**src/hw/rtl/msps_pkg.sv**
```systemverilog
`default_nettype none
// ----------------------------------------------------------------------------
// msps_pkg: shared definitions for the masked byte pattern scanner
// Register indexes, field widths and the flag bundle from the compare unit.
// ----------------------------------------------------------------------------
package msps_pkg;

	// parameter defaults
	localparam int MAX_PATTERN_DEF = 16;
	localparam int COUNT_WIDTH_DEF = 32;

	// field widths
	localparam int BYTE_W    = 8;
	localparam int LEN_W     = 5;
	localparam int CFG_W     = 64;
	localparam int CFG_IDX_W = 3;
	localparam int POS_W     = 32;

	// configuration register indexes
	typedef enum logic [CFG_IDX_W-1:0] {
		REG_PATTERN_LENGTH     = 3'd0,
		REG_PATTERN_VALUE_LOW  = 3'd1,
		REG_PATTERN_VALUE_HIGH = 3'd2,
		REG_PATTERN_MASK_LOW   = 3'd3,
		REG_PATTERN_MASK_HIGH  = 3'd4
	} cfg_reg_t;

	// flags from the window compare unit
	typedef struct packed {
		logic hit;
		logic trivial;
	} match_flags_t;

endpackage : msps_pkg
`default_nettype wire

```
**src/hw/rtl/msps_if.sv**
```systemverilog
`default_nettype none
// ----------------------------------------------------------------------------
// msps channel interfaces
// Valid/ready channels for input bytes and scan results.
// ----------------------------------------------------------------------------
interface msps_byte_if;
	import msps_pkg::*;

	logic              valid;
	logic              ready;
	logic [BYTE_W-1:0] data_byte;
	logic              end_of_sequence;

	modport source (output valid, output data_byte, output end_of_sequence, input ready);
	modport sink   (input valid, input data_byte, input end_of_sequence, output ready);
endinterface : msps_byte_if

interface msps_result_if;
	import msps_pkg::*;

	logic             valid;
	logic             ready;
	logic             match_found;
	logic [POS_W-1:0] match_position;
	logic             scan_done;

	modport source (output valid, output match_found, output match_position,
		output scan_done, input ready);
	modport sink   (input valid, input match_found, input match_position,
		input scan_done, output ready);
endinterface : msps_result_if
`default_nettype wire

```
**src/hw/rtl/msps_match.sv**
```systemverilog
`default_nettype none
// ----------------------------------------------------------------------------
// msps_match: parallel masked compare of the byte window
// Aligns each pattern byte with its window byte and checks all lanes at once.
// ----------------------------------------------------------------------------
module msps_match #(
	parameter int MAX_PATTERN = msps_pkg::MAX_PATTERN_DEF
) (
	input  wire logic [8*MAX_PATTERN-1:0]  window,
	input  wire logic [msps_pkg::LEN_W-1:0] len,
	input  wire logic [127:0]               value,
	input  wire logic [127:0]               mask,
	output msps_pkg::match_flags_t          flags
);
	import msps_pkg::*;

	localparam int IW = (MAX_PATTERN > 1) ? $clog2(MAX_PATTERN) : 1;

	logic [MAX_PATTERN-1:0] lane_ok;
	logic [MAX_PATTERN-1:0] lane_care;

	// one lane per pattern byte, window byte len-1-i lines up with pattern byte i
	for (genvar i = 0; i < MAX_PATTERN; i++) begin : g_lane
		logic             in_use;
		logic [LEN_W-1:0] lag;
		logic [IW-1:0]    sel;
		logic [7:0]       wb;
		logic [7:0]       vb;
		logic [7:0]       mb;

		assign in_use       = len > LEN_W'(i);
		assign lag          = len - LEN_W'(i) - LEN_W'(1);
		assign sel          = lag[IW-1:0];
		assign wb           = window[8*sel +: 8];
		assign vb           = value[8*i +: 8];
		assign mb           = mask[8*i +: 8];
		assign lane_ok[i]   = !in_use || (((wb ^ vb) & mb) == 8'd0);
		assign lane_care[i] = in_use && (mb != 8'd0);
	end

	// all lanes agree; no cared bit at all means a trivial pattern
	assign flags.hit     = &lane_ok;
	assign flags.trivial = ~|lane_care;

endmodule : msps_match
`default_nettype wire

```
**src/hw/rtl/masked_byte_pattern_scanner_core.sv**
```systemverilog
`default_nettype none
// ----------------------------------------------------------------------------
// masked_byte_pattern_scanner_core: wildcard byte signature scanner
// Each accepted byte shifts into the window and completes one start position.
// The result of a byte transfer is registered and shows in the next cycle.
// Throughput: one byte per cycle, set by the single compare pass per byte;
// a new byte is taken while a result is held only if that result transfers too.
// Reset clears the window, byte count, configuration registers and result valid.
// ----------------------------------------------------------------------------
module masked_byte_pattern_scanner_core #(
	parameter int MAX_PATTERN = msps_pkg::MAX_PATTERN_DEF,
	parameter int COUNT_WIDTH = msps_pkg::COUNT_WIDTH_DEF
) (
	input  wire logic                          clk,
	input  wire logic                          arst_n,
	msps_byte_if.sink                          bytes,
	msps_result_if.source                      results,
	input  wire logic                          cfg_we,
	input  wire logic [msps_pkg::CFG_IDX_W-1:0] cfg_index,
	input  wire logic [msps_pkg::CFG_W-1:0]    cfg_data
);
	import msps_pkg::*;

	localparam int EXT_W = (COUNT_WIDTH > POS_W) ? COUNT_WIDTH : POS_W;
	localparam logic [LEN_W-1:0] MAX_LEN = LEN_W'(MAX_PATTERN);

	// configuration registers
	logic [LEN_W-1:0] pattern_length_q;
	logic [127:0]     pattern_value_q;
	logic [127:0]     pattern_mask_q;

	// scan state
	logic [8*MAX_PATTERN-1:0] window_q;
	logic [COUNT_WIDTH-1:0]   seen_q;

	// result register
	logic             out_valid_q;
	logic             match_found_q;
	logic [POS_W-1:0] match_position_q;
	logic             scan_done_q;

	logic                       accept;
	logic [8*MAX_PATTERN+7:0]   shifted;
	logic [8*MAX_PATTERN-1:0]   window_nx;
	logic [LEN_W-1:0]           len_used;
	logic                       counted;
	logic [COUNT_WIDTH-1:0]     seen_nx;
	logic [COUNT_WIDTH-1:0]     len_ext;
	logic [COUNT_WIDTH-1:0]     start_pos;
	logic [EXT_W-1:0]           start_ext;
	match_flags_t               flags;
	logic                       found;
	logic                       produce;

	// configuration writes
	always_ff @(posedge clk or negedge arst_n) begin
		if (!arst_n) begin
			pattern_length_q <= '0;
			pattern_value_q  <= '0;
			pattern_mask_q   <= '0;
		end else if (cfg_we) begin
			case (cfg_index)
				REG_PATTERN_LENGTH:     pattern_length_q       <= cfg_data[LEN_W-1:0];
				REG_PATTERN_VALUE_LOW:  pattern_value_q[63:0]  <= cfg_data;
				REG_PATTERN_VALUE_HIGH: pattern_value_q[127:64] <= cfg_data;
				REG_PATTERN_MASK_LOW:   pattern_mask_q[63:0]   <= cfg_data;
				REG_PATTERN_MASK_HIGH:  pattern_mask_q[127:64] <= cfg_data;
				default: ;
			endcase
		end
	end

	// handshake: take a byte whenever the result slot is free or draining
	assign bytes.ready = !out_valid_q || results.ready;
	assign accept      = bytes.valid && bytes.ready;

	// window after this byte, newest at the bottom
	assign shifted   = {window_q, bytes.data_byte};
	assign window_nx = shifted[8*MAX_PATTERN-1:0];

	// used length clamps to the window depth
	assign len_used = (pattern_length_q > MAX_LEN) ? MAX_LEN : pattern_length_q;

	// saturating byte count
	assign counted = seen_q != {COUNT_WIDTH{1'b1}};
	assign seen_nx = seen_q + COUNT_WIDTH'(counted);
	assign len_ext = COUNT_WIDTH'(len_used);

	msps_match #(
		.MAX_PATTERN(MAX_PATTERN)
	) u_match (
		.window(window_nx),
		.len   (len_used),
		.value (pattern_value_q),
		.mask  (pattern_mask_q),
		.flags (flags)
	);

	// match decision for the start completed by this byte
	always_comb begin
		found = 1'b0;
		if (counted) begin
			if (flags.trivial) begin
				found = bytes.end_of_sequence && (len_used != '0) && (seen_nx == len_ext);
			end else begin
				found = (seen_nx >= len_ext) && flags.hit;
			end
		end
	end

	// trivial matches sit at offset zero, where this difference is zero as well
	assign start_pos = seen_nx - len_ext;
	assign start_ext = EXT_W'(start_pos);
	assign produce   = found || bytes.end_of_sequence;

	// window and count
	always_ff @(posedge clk or negedge arst_n) begin
		if (!arst_n) begin
			window_q <= '0;
			seen_q   <= '0;
		end else if (accept) begin
			window_q <= window_nx;
			seen_q   <= bytes.end_of_sequence ? '0 : seen_nx;
		end
	end

	// result valid
	always_ff @(posedge clk or negedge arst_n) begin
		if (!arst_n) begin
			out_valid_q <= 1'b0;
		end else if (accept && produce) begin
			out_valid_q <= 1'b1;
		end else if (results.ready) begin
			out_valid_q <= 1'b0;
		end
	end

	// result payload
	always_ff @(posedge clk) begin
		if (accept && produce) begin
			match_found_q    <= found;
			match_position_q <= found ? start_ext[POS_W-1:0] : '0;
			scan_done_q      <= bytes.end_of_sequence;
		end
	end

	assign results.valid          = out_valid_q;
	assign results.match_found    = match_found_q;
	assign results.match_position = match_position_q;
	assign results.scan_done      = scan_done_q;

endmodule : masked_byte_pattern_scanner_core
`default_nettype wire

```
**src/flat_wrapper.sv**
```systemverilog
// flat-port wrapper written by rule: the top's interface ports become plain ports
module masked_byte_pattern_scanner_core_flat import msps_pkg::*;
#(
	parameter int MAX_PATTERN = msps_pkg::MAX_PATTERN_DEF,
	parameter int COUNT_WIDTH = msps_pkg::COUNT_WIDTH_DEF
)
  (clk, arst_n, cfg_we, cfg_index, cfg_data, bytes_valid, bytes_data_byte, bytes_end_of_sequence, bytes_ready, results_valid, results_match_found, results_match_position, results_scan_done, results_ready);
  msps_byte_if bytes_i ();
  msps_result_if results_i ();
  input  wire logic clk;
  input  wire logic arst_n;
  input  wire logic cfg_we;
  input  wire logic [msps_pkg::CFG_IDX_W-1:0] cfg_index;
  input  wire logic [msps_pkg::CFG_W-1:0] cfg_data;
  input wire logic [$bits(bytes_i.valid)-1:0] bytes_valid;
  input wire logic [$bits(bytes_i.data_byte)-1:0] bytes_data_byte;
  input wire logic [$bits(bytes_i.end_of_sequence)-1:0] bytes_end_of_sequence;
  output wire logic [$bits(bytes_i.ready)-1:0] bytes_ready;
  output wire logic [$bits(results_i.valid)-1:0] results_valid;
  output wire logic [$bits(results_i.match_found)-1:0] results_match_found;
  output wire logic [$bits(results_i.match_position)-1:0] results_match_position;
  output wire logic [$bits(results_i.scan_done)-1:0] results_scan_done;
  input wire logic [$bits(results_i.ready)-1:0] results_ready;
  assign bytes_i.valid = bytes_valid;
  assign bytes_i.data_byte = bytes_data_byte;
  assign bytes_i.end_of_sequence = bytes_end_of_sequence;
  assign bytes_ready = bytes_i.ready;
  assign results_valid = results_i.valid;
  assign results_match_found = results_i.match_found;
  assign results_match_position = results_i.match_position;
  assign results_scan_done = results_i.scan_done;
  assign results_i.ready = results_ready;
  masked_byte_pattern_scanner_core #(.MAX_PATTERN(MAX_PATTERN), .COUNT_WIDTH(COUNT_WIDTH)) u_core (.clk(clk), .arst_n(arst_n), .bytes(bytes_i), .results(results_i), .cfg_we(cfg_we), .cfg_index(cfg_index), .cfg_data(cfg_data));
endmodule
```
**config.mk**
```make
export PLATFORM = sky130hd
export DESIGN_NAME = masked_byte_pattern_scanner_core_flat
export DESIGN_NICKNAME = d
export VERILOG_FILES = /design/src/hw/rtl/msps_pkg.sv /design/src/hw/rtl/msps_if.sv /design/src/hw/rtl/msps_match.sv /design/src/hw/rtl/masked_byte_pattern_scanner_core.sv /design/src/flat_wrapper.sv
export SDC_FILE = /design/constraint.sdc
export NUM_CORES = 1
export LEC_CHECK = 0
export ABC_AREA = 1
export BUFFER_PORTS_ARGS = -buffer_cell sky130_fd_sc_hd__buf_2
export CAP_MARGIN = 40
export CORE_ASPECT_RATIO = 1.25
export CORE_UTILIZATION = 65
export CTS_CLUSTER_DIAMETER = 40
export DETAILED_ROUTE_END_ITERATION = 7
export GPL_TIMING_DRIVEN = 0
export PLACE_DENSITY = 0.87
export SYNTH_ARGS = -nofsm -noshare
export SYNTH_HDL_FRONTEND = slang
export SYNTH_HIERARCHICAL = 1
export SYNTH_SLANG_ARGS = --single-unit
```
**constraint.sdc**
```tcl
create_clock -name clk -period 7 [get_ports clk]
set_input_delay 0.35 -clock clk [delete_from_list [all_inputs] [get_ports clk]]
set_output_delay 0.35 -clock clk [all_outputs]
set_load 0.005 [all_outputs]
```
==> flow_metrics.tcl, run 1 <==
set metrics [dict create \
    cts-root-buf "clkbuf_16" \
    gr-total-overflow 85 \
    start_util 0.6630 \
    grt_use_total 0.7083 \
    clock_sinks 448 \
    routabilityCongestion 1.419 \
    ys_types 46 \
    synth_flop_cell "dfrtp_1" \
    avgSynthCellArea_sq_um 6.655 \
    syn-cell-area_sq_um 28700 \
    synth_warnings 6 \
    synth_seq_cells 448 \
    cts.repair.resized 0 \
    first_global_vias 35700 \
    yosysSeqAreaShare 0.3966 \
    synthArstFlopShare 0.9241 \
    place_area_sq_um 30140 \
    htree_levels 2 \
    row_count 85 \
    status "did not finish" \
    chipWidth_um 189.9 \
    cts_buffers 51 \
    synth-edff-count 34 \
    pre_cts_slack_ns 0.5281 \
    io_buffers 116 \
    cts.path.max_buffers 3 \
    error "[ERROR GRT-0116] Global routing finished with congestion. Check the congestion regions in the DRC Viewer." \
    grt_pass1_wl_um 233200 \
    syn_nets 4416 \
    boundaryPins 117 \
    die_h_um 236.9 \
    netlist_instances 4312 \
    failed_stage "global routing (5_1_grt)" \
    grt_max_degree 124 \
    post_cts_buffers 0 \
    post-dp-hpwl_um 108300 \
]
==> timing repair <==
action,4_1_cts
endpoints found under the hold margin,56
setup endpoints to repair,0
hold buffers,2
==> metal layers <==
| layer | track usage | overflow |
|---|---|---|
| met5 | 0.1198 | 0 |
| met4 | 0.6891 | 36 |
| met3 | 0.4725 | 2 |
| met2 | 0.9100 | 46 |
| met1 | 0.7459 | 1 |
==> synth_stat cells, types with 28 or more instances <==
master    instances  area share
inv_1           298       0.039
clkbuf_1         97       0.013
nor2_1          120       0.016
o21ai_0         313       0.055
nor2_2           28      0.0061
a21oi_1          40      0.0070
buf_2            58       0.010
edfxtp_1         34       0.036
buf_1            28      0.0037
dfrtp_1         414        0.36
nand2_1        1623        0.21
nand3_1        1036        0.18
==> metrics by stage <==
stage,TNS [ns],instances
2_1_floorplan,0,4312
3_3_place_gp,-942.27,4993
3_5_place_dp,0,5002
4_1_cts,0,5098
==> cells by family after synthesis <==
kind of cell,count (synthesis),share of synthesized area
simple gates,2901,0.4388
compound gates,415,0.07696
flops,448,0.3966
buf+inv,512,0.07308
fa+ha+maj,23,0.01029
xor+xnor,13,0.004230
==> inputs of run 2 (changes only) <==
- CORE_ASPECT_RATIO: 1.25 -> not set
- CORE_UTILIZATION: 65 -> 40
- CTS_CLUSTER_DIAMETER: 40 -> not set
- PLACE_DENSITY: 0.87 -> not set
- PLACE_DENSITY_LB_ADDON: not set -> 0.15
==> run 2 against run 1 <==
Effect of this change:
- the flow now finishes, with violations (DRC)
- synthesized area did not move
- synthesized cell count did not move
==> flow_metrics.tcl, run 2 <==
set metrics [dict create \
    place_area_sq_um 30720 \
    coreArea_sq_um 70510 \
    first_pass_iters 8 \
    yosysSeqAreaShare 0.3966 \
    boundaryPins 117 \
    holdPathEnd "u_core/pattern_value_q[96]" \
    final_layout_size_suffix_gt1_frac 0.08842 \
    slew-limit-headroom 0.3718 \
    cts.path.max_buffers 3 \
    leakagePower_nw 16.42 \
    grt_use_total 0.4204 \
    reg.largest.list "u_core/pattern_mask_q (128), u_core/pattern_value_q (128), u_core/window_q (120)" \
    post-dp-hpwl_um 126900 \
    layout_commonest_cell "nand2_1" \
    start_util 0.4070 \
    synthArstFlopShare 0.9241 \
    cts-root-buf "clkbuf_16" \
    crit_path_top_delay_cell "buf_1" \
    pre_cts_slack_ns -0.3819 \
    avgSynthCellArea_sq_um 6.655 \
    drt_wl_total_um 154900 \
    skew_ns 0.02356 \
    min_period_over_period 0.9449 \
    syn-cell-area_sq_um 28700 \
    crit_type "register to register" \
    nets 4601 \
    power.density_nw_per_um2 408.4 \
    routabilityCongestion 1.139 \
    cts_buffers 48 \
    synthXorXnorAreaFrac 0.004229 \
    yosys.area_share.simple 0.4388 \
    reg2reg_slack_ns 0.39 \
    setup_violations 0 \
    cp-end-kind "register" \
    synth_top_family_by_area "simple AND/OR/NAND/NOR gates" \
    clock_sinks 448 \
    rsz0062_at_grt "false" \
    drtIter0Drc 4148 \
    critPathMaxStageDelay_ns 0.52 \
    syn2layout_area_growth_pct 13.59 \
    status "finished with violations" \
    synth-compound-area-share 0.07696 \
    hp-class "input port to register" \
    dieArea_sq_um 72820 \
    row_count 97 \
    synthAdderAreaFrac 0.01029 \
    io_buffers 116 \
    crit_path_max_fanout 22 \
    drc 9 \
    arrival_ns 6.92 \
    muxShareOfSynthArea 0 \
    grt_max_degree 121 \
    synth_area_leaders "dfrtp_1, nand2_1, nand3_1" \
    required_ns 7.31 \
    wl_per_cell_um 28.24 \
    netlist_instances 4312 \
    synth_area_leader_cell "dfrtp_1" \
    maxCapViolCount 0 \
    period_needed_ns 6.614 \
    num_vias 32090 \
    synth_flop_cell "dfrtp_1" \
    grt_pass1_wl_um 217100 \
    violations "DRC" \
    synth_seq_cells 448 \
    clk_pin_slew_ns 0.06 \
    first_global_vias 29310 \
    yosysMostFrequentCell "nand2_1" \
    utilization 0.4623 \
    yosysTopAreaCellShare 0.3610 \
    fmax_ghz 0.1512 \
    hold_start "cfg_data[32]" \
    yosys-top-cells-count "nand2_1, nand3_1, dfrtp_1, o21ai_0, inv_1" \
    r2r-start "u_core/pattern_length_q[1]" \
    chipWidth_um 269.8 \
    holdPathStages 3 \
    max_slew.worst_pin.slew_ns 0.9423 \
    r2r_cells 30 \
    fin_tns_setup_ns 0 \
    crit_path_frequent_cell "nand2_1" \
    die_h_um 269.8 \
    critPathLaunchType "register" \
    vdd_drop_max_uv 246.4 \
    synth-edff-count 34 \
    htree_levels 2 \
    gr-total-overflow 0 \
    postLayoutCellArea_sq_um 32600 \
    drv_slew 0 \
    syn_nets 4416 \
    clk-insertion-delay-late_ns 0.61 \
    ys_types 46 \
    antenna_found_initial 12 \
    hold_viol_final 0 \
    synth_warnings 6 \
    r2r_end "u_core/results.match_position[1]" \
    layout.cells.most_common_list "nand2_1, nand3_1, dfrtp_1" \
    cts_tree "done" \
    setup_ws_ns 0.3857 \
    viasPerCell 5.848 \
    ant_nets 0 \
]
run 2: cell counts after synthesis:
No cell type changed its count.
run 2: area by class of cell:
class / count / area (sq um)
Timing Repair Buffer: 136 / 873.3
Antenna cell: 12 / 30.03
Fill cell: 7289 / 37920
Buffer: 204 / 947.2
Inverter: 307 / 1156
Tap cell: 940 / 1176
Clock inverter: 17 / 280.3
Multi-Input combinational cell: 3352 / 15270
Sequential cell: 448 / 11380
Clock buffer: 71 / 1480
run 2: how the worst max path moves through the flow:
stage | startpoint | to | slack [ns] | cells after the start
CTS | u_core/pattern_length_q[2] | u_core/results.match_position[1] | 0.12 | 33
detailed placement | u_core/pattern_length_q[2] | u_core/results.match_position[1] | -0.38 | 32
floorplan | u_core/pattern_length_q[3] | u_core/results.match_found | 2.32 | 31
global route | u_core/pattern_length_q[2] | u_core/results.match_position[1] | 0.06 | 31
finish | u_core/pattern_length_q[1] | u_core/results.match_position[1] | 0.39 | 30
global placement | arst_n | u_core/pattern_mask_q[96] | -2.88 | 1
run 2: per-stage QoR:
| stage | total power, mW | instances | hold WS [ns] |
|---|---|---|---|
| after floorplan | 7.227 | 4312 | 0.05441 |
| after global placement | 10.08 | 5368 | 0.4699 |
| after detailed placement | 10.13 | 5385 | 0.3881 |
| after CTS | 12.98 | 5476 | 0.03019 |
| after global routing | 13.83 | 5475 | 0.06777 |
| final | 13.31 | 5487 | 0.05338 |
run 2: routing by layer:
metal  share of wire  wire (um)  global-route usage
met1            0.41      64060              0.5587
met5         0.00044         68                   0
met2            0.41      64060              0.6110
met4           0.073      11360              0.2614
met3           0.099      15400              0.1058
run 2: critical path: cells and delay by family, from the launching register on:
family,cells,cell delay (ns)
compound gates,1,0.08
fa+ha+maj,1,0.42
buf+inv,9,2.27
flops,1,0.38
simple gates,19,3.15
run 2: power by group:
part	internal (mW)	total [mW]	switching, mW
combinational	1.69	6.47	4.78
clock	1.72	2.83	1.11
sequential	3.09	4.01	0.925
total	6.49	13.3	6.82
run 2: cells by family (layout without fill, tap and decap cells):
| family | count (synthesis) | count (layout) |
|---|---|---|
| XOR/XNOR | 13 | 13 |
| buffers and inverters | 512 | 735 |
| AND/OR/NAND/NOR | 2901 | 2901 |
| other | 0 | 12 |
| adder cells (fa/ha/maj) | 23 | 23 |
| flip-flops | 448 | 448 |
| AO/OA/AOI/OAI | 415 | 415 |
run 2: timing repair:
| action | CTS | global route |
|---|---|---|
| gates resized for setup | 6 | 11 |
| setup buffers | 0 | 0 |
| endpoints found under the setup margin | 34 | 34 |
| hold endpoints to repair | 86 | 0 |
| hold buffers | 3 | 0 |
(Power assumes the default switching activity.)
